<file path="src/rtl/positional_stack_unit_macros.svh">
// Assertion macros for the positional stack unit.
// Every macro expects a clock named clk and a reset named rst in scope.
`ifndef POSITIONAL_STACK_UNIT_MACROS_SVH
`define POSITIONAL_STACK_UNIT_MACROS_SVH

// Same-cycle implication, checked outside reset.
`define PSU_ASSERT_IMP(label, ante, cons, msg) \
  label: assert property (@(posedge clk) disable iff (rst) (ante) |-> (cons)) \
    else $error(msg);

// Next-cycle implication, checked outside reset.
`define PSU_ASSERT_NXT(label, ante, cons, msg) \
  label: assert property (@(posedge clk) disable iff (rst) (ante) |=> (cons)) \
    else $error(msg);

`endif

</file>
<file path="src/rtl/psu_pkg.sv">
// Shared constants for the positional stack unit: sizes, field layout,
// op and status codes. No dependencies.
package psu_pkg;

  localparam int DEPTH  = 32;
  localparam int ADDR_W = (DEPTH > 1) ? $clog2(DEPTH) : 1;
  localparam int CNT_W  = $clog2(DEPTH + 1);

  localparam int OP_W   = 3;
  localparam int POS_W  = 6;
  localparam int DATA_W = 32;
  localparam int STAT_W = 2;
  localparam int FILL_W = 6;
  localparam int CMP_W  = ((CNT_W > POS_W) ? CNT_W : POS_W) + 1;

  localparam int IN_BITS  = OP_W + POS_W + DATA_W;
  localparam int IN_W     = ((IN_BITS + 7) / 8) * 8;
  localparam int OUT_BITS = DATA_W + STAT_W + FILL_W;
  localparam int OUT_W    = ((OUT_BITS + 7) / 8) * 8;

  localparam logic [OP_W-1:0] OP_PUSH    = 3'd0;
  localparam logic [OP_W-1:0] OP_INSERT  = 3'd1;
  localparam logic [OP_W-1:0] OP_POP     = 3'd2;
  localparam logic [OP_W-1:0] OP_EXTRACT = 3'd3;
  localparam logic [OP_W-1:0] OP_DUMP    = 3'd4;
  localparam logic [OP_W-1:0] OP_CLEAR   = 3'd5;

  localparam logic [STAT_W-1:0] ST_OK     = 2'd0;
  localparam logic [STAT_W-1:0] ST_BADPOS = 2'd1;
  localparam logic [STAT_W-1:0] ST_EMPTY  = 2'd2;
  localparam logic [STAT_W-1:0] ST_FULL   = 2'd3;

endpackage

</file>
<file path="src/rtl/positional_stack_unit.sv">
// Positional stack unit: bounded stack with insert/extract at a position.
// Depends on psu_pkg and positional_stack_unit_macros.svh.
// Sequence: push, clear and errors are answered from idle; pop reads the top slot, then answers;
//   extract reads the entry, then shifts the ones above down; insert shifts up, then writes.
// Flow: one request in flight; dump reads the next entry only once the last one has left.
// Reset: rst (sync, high) empties the stack; slot contents are not cleared.
`include "positional_stack_unit_macros.svh"

module positional_stack_unit (
  input  logic                      clk,
  input  logic                      rst,
  input  logic                      s_tvalid,
  output logic                      s_tready,
  // s_tdata from bit 0: op[2:0], position[8:3], value[40:9], zero pad
  input  logic [psu_pkg::IN_W-1:0]  s_tdata,
  output logic                      m_tvalid,
  input  logic                      m_tready,
  // m_tdata from bit 0: data_out[31:0], status[33:32], fill_count[39:34]
  output logic [psu_pkg::OUT_W-1:0] m_tdata,
  output logic                      m_tlast
);
  import psu_pkg::*;

  typedef enum logic [2:0] {
    S_IDLE, S_POP_RD, S_INS_SHIFT, S_INS_LAST, S_EXT_RD, S_EXT_SHIFT, S_DUMP
  } state_t;

  // Slot memory: one write port, one read port, registered read data.
  logic [DATA_W-1:0] mem [DEPTH];
  logic              we, re;
  logic [ADDR_W-1:0] waddr, raddr;
  logic [DATA_W-1:0] wdata, rdata;

  state_t            state, state_next;
  logic [CNT_W-1:0]  count, count_next;
  logic [ADDR_W-1:0] wptr, wptr_next;   // shift write target
  logic [ADDR_W-1:0] rptr, rptr_next;   // next dump read address
  logic              pend, pend_next;   // dump read data lands this cycle
  logic              last_pend, last_pend_next;
  logic [POS_W-1:0]  pos_q, pos_next;
  logic [DATA_W-1:0] val_q, val_next;
  logic [DATA_W-1:0] data_q, data_next; // extracted value held over the shift

  logic              out_load;
  logic [DATA_W-1:0] od;
  logic [STAT_W-1:0] ost;
  logic              olast;
  logic [DATA_W-1:0] out_data;
  logic [STAT_W-1:0] out_status;
  logic [FILL_W-1:0] out_fill;

  logic              out_free, in_fire;
  logic [OP_W-1:0]   in_op;
  logic [POS_W-1:0]  in_pos;
  logic [DATA_W-1:0] in_val;
  logic [CMP_W-1:0]  cnt_c, pos_c;

  assign out_free = !m_tvalid || m_tready;
  assign s_tready = (state == S_IDLE) && out_free;
  assign in_fire  = s_tvalid && s_tready;

  assign in_op  = s_tdata[OP_W-1:0];
  assign in_pos = s_tdata[OP_W +: POS_W];
  assign in_val = s_tdata[OP_W + POS_W +: DATA_W];
  assign cnt_c  = CMP_W'(count);
  assign pos_c  = CMP_W'(in_pos);

  assign m_tdata = OUT_W'({out_fill, out_status, out_data});

  always_comb begin
    state_next     = state;
    count_next     = count;
    wptr_next      = wptr;
    rptr_next      = rptr;
    pend_next      = pend;
    last_pend_next = last_pend;
    pos_next       = pos_q;
    val_next       = val_q;
    data_next      = data_q;
    we             = 1'b0;
    waddr          = wptr;
    wdata          = rdata;
    re             = 1'b0;
    raddr          = '0;
    out_load       = 1'b0;
    od             = '0;
    ost            = ST_OK;
    olast          = 1'b1;
    unique case (state)
      S_IDLE: begin
        if (in_fire) begin
          pos_next = in_pos;
          val_next = in_val;
          unique case (in_op)
            OP_PUSH: begin
              out_load = 1'b1;
              if (cnt_c >= CMP_W'(DEPTH)) begin
                ost = ST_FULL;
              end else begin
                we         = 1'b1;
                waddr      = ADDR_W'(count);
                wdata      = in_val;
                count_next = count + 1'b1;
              end
            end
            OP_INSERT: begin
              if (cnt_c >= CMP_W'(DEPTH)) begin
                out_load = 1'b1;
                ost      = ST_FULL;
              end else if (pos_c == '0 || pos_c > cnt_c + 1'b1) begin
                out_load = 1'b1;
                ost      = ST_BADPOS;
              end else if (pos_c == cnt_c + 1'b1) begin
                // insert on top: same as push
                out_load   = 1'b1;
                we         = 1'b1;
                waddr      = ADDR_W'(count);
                wdata      = in_val;
                count_next = count + 1'b1;
              end else begin
                re         = 1'b1;
                raddr      = ADDR_W'(count - 1'b1);
                wptr_next  = ADDR_W'(count);
                state_next = S_INS_SHIFT;
              end
            end
            OP_POP: begin
              if (count == '0) begin
                out_load = 1'b1;
                ost      = ST_EMPTY;
              end else begin
                re         = 1'b1;
                raddr      = ADDR_W'(count - 1'b1);
                count_next = count - 1'b1;
                state_next = S_POP_RD;
              end
            end
            OP_EXTRACT: begin
              if (count == '0) begin
                out_load = 1'b1;
                ost      = ST_EMPTY;
              end else if (pos_c == '0 || pos_c > cnt_c) begin
                out_load = 1'b1;
                ost      = ST_BADPOS;
              end else begin
                re         = 1'b1;
                raddr      = ADDR_W'(in_pos - 1'b1);
                state_next = S_EXT_RD;
              end
            end
            OP_DUMP: begin
              if (count == '0) begin
                out_load = 1'b1;
                ost      = ST_EMPTY;
              end else begin
                re             = 1'b1;
                raddr          = ADDR_W'(count - 1'b1);
                pend_next      = 1'b1;
                last_pend_next = (count == CNT_W'(1));
                rptr_next      = ADDR_W'(count - CNT_W'(2));
                state_next     = S_DUMP;
              end
            end
            OP_CLEAR: begin
              out_load   = 1'b1;
              count_next = '0;
            end
            default: begin
              out_load = 1'b1;
            end
          endcase
        end
      end
      S_POP_RD: begin
        out_load   = 1'b1;
        od         = rdata;
        state_next = S_IDLE;
      end
      S_INS_SHIFT: begin
        // move the entry read last cycle one place up
        we    = 1'b1;
        waddr = wptr;
        wdata = rdata;
        if (CMP_W'(wptr) == CMP_W'(pos_q)) begin
          state_next = S_INS_LAST;
        end else begin
          re        = 1'b1;
          raddr     = wptr - ADDR_W'(2);
          wptr_next = wptr - 1'b1;
        end
      end
      S_INS_LAST: begin
        we         = 1'b1;
        waddr      = ADDR_W'(pos_q - 1'b1);
        wdata      = val_q;
        count_next = count + 1'b1;
        out_load   = 1'b1;
        state_next = S_IDLE;
      end
      S_EXT_RD: begin
        data_next = rdata;
        if (CMP_W'(pos_q) == cnt_c) begin
          // top entry: nothing to move down
          count_next = count - 1'b1;
          out_load   = 1'b1;
          od         = rdata;
          state_next = S_IDLE;
        end else begin
          re         = 1'b1;
          raddr      = ADDR_W'(pos_q);
          wptr_next  = ADDR_W'(pos_q - 1'b1);
          state_next = S_EXT_SHIFT;
        end
      end
      S_EXT_SHIFT: begin
        we    = 1'b1;
        waddr = wptr;
        wdata = rdata;
        if (CMP_W'(wptr) + CMP_W'(2) == cnt_c) begin
          count_next = count - 1'b1;
          out_load   = 1'b1;
          od         = data_q;
          state_next = S_IDLE;
        end else begin
          re        = 1'b1;
          raddr     = wptr + ADDR_W'(2);
          wptr_next = wptr + 1'b1;
        end
      end
      S_DUMP: begin
        if (pend) begin
          // output register is empty here: reads are issued only when it frees
          out_load  = 1'b1;
          od        = rdata;
          olast     = last_pend;
          pend_next = 1'b0;
          if (last_pend) begin
            state_next = S_IDLE;
          end
        end else if (out_free) begin
          re             = 1'b1;
          raddr          = rptr;
          pend_next      = 1'b1;
          last_pend_next = (rptr == '0);
          rptr_next      = rptr - 1'b1;
        end
      end
      default: begin
        state_next = S_IDLE;
      end
    endcase
  end

  always_ff @(posedge clk) begin
    if (we) begin
      mem[waddr] <= wdata;
    end
    if (re) begin
      rdata <= mem[raddr];
    end
  end

  always_ff @(posedge clk) begin
    if (rst) begin
      state     <= S_IDLE;
      count     <= '0;
      pend      <= 1'b0;
      last_pend <= 1'b0;
      m_tvalid  <= 1'b0;
    end else begin
      state     <= state_next;
      count     <= count_next;
      pend      <= pend_next;
      last_pend <= last_pend_next;
      if (out_load) begin
        m_tvalid <= 1'b1;
      end else if (m_tready) begin
        m_tvalid <= 1'b0;
      end
    end
    wptr   <= wptr_next;
    rptr   <= rptr_next;
    pos_q  <= pos_next;
    val_q  <= val_next;
    data_q <= data_next;
    if (out_load) begin
      out_data   <= od;
      out_status <= ost;
      out_fill   <= FILL_W'(count_next);
      m_tlast    <= olast;
    end
  end

  `PSU_ASSERT_IMP(a_count_bound, 1'b1, CMP_W'(count) <= CMP_W'(DEPTH),
    "stored count above depth")
  `PSU_ASSERT_IMP(a_no_overwrite, out_load, !m_tvalid || m_tready,
    "result register loaded while a result is still waiting")
  `PSU_ASSERT_IMP(a_port_clash, we && re, waddr != raddr,
    "shift reads and writes the same slot in one cycle")
  `PSU_ASSERT_NXT(a_dump_keeps_count, state == S_DUMP, $stable(count),
    "dump changed the stored count")

endmodule

</file>
<file path="config.mk">
export PLATFORM = sky130hd
export DESIGN_NAME = positional_stack_unit
export DESIGN_NICKNAME = d
export VERILOG_FILES = /design/src/rtl/psu_pkg.sv /design/src/rtl/positional_stack_unit.sv
export VERILOG_INCLUDE_DIRS = /design/src /design/src/rtl
export SDC_FILE = /design/constraint.sdc
export NUM_CORES = 2
export LEC_CHECK = 0
export BUFFER_PORTS_ARGS = -buffer_cell sky130_fd_sc_hd__buf_2
export CAP_MARGIN = 20
export CELL_PAD_IN_SITES_DETAIL_PLACEMENT = 1
export CELL_PAD_IN_SITES_GLOBAL_PLACEMENT = 1
export CORE_MARGIN = 10
export CORE_UTILIZATION = 40
export CTS_CLUSTER_SIZE = 25
export DETAILED_ROUTE_END_ITERATION = 16
export PLACE_DENSITY = 0.64
export SLEW_MARGIN = 25
export SYNTH_ARGS = -nofsm -noshare
export SYNTH_HDL_FRONTEND = slang
export SYNTH_SLANG_ARGS = --single-unit
</file>
<file path="constraint.sdc">
create_clock -name clk -period 11.5 [get_ports clk]
set_input_delay 0.575 -clock clk [delete_from_list [all_inputs] [get_ports clk]]
set_output_delay 0.575 -clock clk [all_outputs]
set_load 0.05 [all_outputs]
</file>
==> out/results.txt <==
Final nets = 3790
final WL = 163.9 mm
Root Driver = clkbuf_16
Synth top area share = 0.7070
part of the cycle the worst path needs = 0.5364
routed len/inst = 30.20 um
Avg Vias per Cell = 6.341
clock tree buffer depth = 3
crit path time final = 6.169 ns
met3 wire len = 12.07 mm
Worst-Margin Slew = 1.081 ns
sequential share of the synthesized area = 0.7119
clock sink total = 1189
maxcap violations = 0
Final HPWL DP = 86.54 mm
startpoint types = flip-flop
FFs w/ async S/R, synth = 0
router iterations before antenna repair = 5
first-pass GRT wire length = 237.9 mm
crit path capture type = flip-flop
Synth warnings = 0
power per cell area = 160.3 nW/um^2
CTS tree = yes
Synth Net Count = 3825
Main synth FF type = edfxtp_1
Die W = 373.5 um
run status = completed
depth of the most critical reg-to-reg path = 17
Hold Crit Class = in -> reg
die height = 373.5 um
Max-slew headroom = 0.2778
Peak VDD IR = 0.0001036 V
Max Slew Vio Count = 0
Max FO, Critical Path = 37
top cell type by total area after synthesis = edfxtp_1
Buffers on Ports = 87
ANT nets after route = 0
hold path cells = 1
area of the multi-input gates = 13260 sq um
n_diodes = 0
Mapped Avg Cell Area = 13.36 sq um
CP arrival = 6.55 ns
clk_lat worst skew = 0.75 ns
die area = 139500 sq um
total number of vias = 34410
Post-synth EDFFs = 1177
post-layout util = 0.4537
Final Skew = 0.03329 ns
number of post-CTS setup repair buffers = 0
Residual DRC = 0
CP Class = reg -> reg
most common cell after layout, fill and taps aside = edfxtp_1
Setup TNS = 0 ns
wl on met1 = 69.78 mm
Cell Rows = 129
Worst-path clk slew = 0.06 ns
final number of setup-violating endpoints = 0
FF/Latch Area = 35580 sq um
Inserted Clock Buffers = 130
top cells by area, synth = edfxtp_1 71%, o21ai_0 5.2%, nand4_1 3.3%
Netlist Area Pre-Place = 49990 sq um
area growth from synthesis to layout = 12.50%
most frequent cells in the layout = 1177 x edfxtp_1, 515 x o21ai_0, 359 x nand2_1
first-iteration detailed-routing DRC count = 3922
pin count of the biggest net entering global routing = 185
share of layout cells above drive strength 1 = 0.1101
GP Congestion = 0.8475
top sig layer = met4
final hold vios = 0
Netlist cell types = 79
Synth Instances = 3741
GRT Util Overall = 0.2267
Hold Path Origin = s_tdata[31]
DR WL met2 = 76.32 mm
leak pwr = 17.72 nW
grt ovf = 0
Fillers = 12440
post-synthesis register bit count = 1189
RSZ-0062 raised after global routing = false
Initial Util = 0.4033
Max Clock Freq = 162.1 MHz
Critical Path Start = count[0]
vias in the first global route = 34220
Worst Hold Slack = 0.04080 ns
CTS HTree Levels = 4
core area = 124000 sq um
Worst EP required = 11.88 ns
RR Startpoint = count[0]
initial antenna violation count = 0
io pins = 95
state kept, by name, indices dropped and copies added (netlist names), 2 cells and up:
register	cells
pos_q	6
mem	1024
out_status	2
val_q	32
state	3
rdata	32
out_data	32
rptr	5
count	6
wptr	5
out_fill	6
data_q	32
synthesized netlist by cell type, types with 5 or more instances:
master and number:
a21oi_1 39, buf_1 43, o21ai_1 19, nand3_1 152
ha_1 31, dfxtp_1 12, a32oi_1 132, nor3_1 17
buf_2 61, nand2_1 374, xor2_1 21, xnor2_1 22
a31oi_1 136, nand4_1 263, nor4_1 33, nor2_1 81
inv_1 25, nand2b_1 8, a22oi_1 41, clkbuf_1 253
and2_1 5, o32ai_1 128, o21ai_0 515, o22ai_1 6
a211oi_1 5, a21o_1 5, edfxtp_1 1177, nor2b_1 13
a22o_1 34
layout make-up:
| cell class | count | area share |
|---|---|---|
| clock buffer | 166 | 0.06063 |
| clock inverter | 49 | 0.008209 |
| inverter | 27 | 0.001802 |
| multi-input combinational | 2166 | 0.2357 |
| sequential | 1189 | 0.6327 |
| tap | 1637 | 0.03642 |
| timing repair buffer | 192 | 0.02447 |
timing repair:
| action | in CTS | in global routing |
|---|---|---|
| hold buffers | 16 | 0 |
| endpoints found under the hold margin | 16 | 0 |
| gates resized for setup | 0 | 0 |
cell families (layout without fill, tap and decap cells):
group / after synthesis / in the layout / share of synthesized area
AOI/OAI and AO/OA: 1110 / 1110 / 0.1442
xor gates and xnor gates: 44 / 44 / 0.007985
adders and majority gates: 32 / 32 / 0.008160
buffers and inverters: 386 / 434 / 0.03066
DFF: 1189 / 1189 / 0.7119
muxes: 4 / 4 / 0.0008510
and+or+nand+nor: 976 / 976 / 0.09627
layer usage:
| metal | track usage | vias up |
|---|---|---|
| met3 | 0.03774 | 290 |
| met2 | 0.3636 | 1352 |
| met5 | 0 | - |
| met1 | 0.3093 | 17890 |
| li1 | - | 14870 |
| met4 | 0.08252 | 0 |
worst max-delay path, stage by stage (launching register included):
cell and delay, ns:
dfxtp_1 0.31, buf_4 0.28, inv_1 0.26, ha_1 0.55
inv_1 0.16, ha_1 0.32, nand2_1 0.07, nor2_1 0.24
a21boi_0 0.23, nor3_4 0.20, buf_4 0.43, nor2_4 0.05
buf_4 0.35, a221o_1 0.45, nor2b_1 0.18, nand2_1 0.26
nor2_4 0.83, buf_4 0.55
where the power goes:
group / internal, mW / switching, mW
registers: 4.77 / 0.0137
logic: 0.0791 / 0.239
clock network: 2.21 / 1.70
worst paths after layout:
| kind | endpoint | slack [ns] |
|---|---|---|
| max | mem[11][9] | 5.33 |
| min | val_q[22] | 0.04 |
| max reg2reg | mem[11][9] | 5.33 |
| min reg2reg | data_q[17] | 0.48 |
metrics by stage:
| step | cells | total power [mW] | worst slack [ns] | instance area, sq um |
|---|---|---|---|---|
| after floorplan | 3741 | 5.074 | 6.229 | 49990 |
| after global placement | 5192 | 5.183 | 5.336 | 52110 |
| after detailed placement | 5194 | 5.190 | 5.321 | 52150 |
| after CTS | 5425 | 9.072 | 5.275 | 56180 |
| after global routing | 5426 | 9.282 | 4.943 | 56240 |
| final | 5426 | 9.015 | 5.331 | 56240 |
Power figures use the tool's default switching activity.
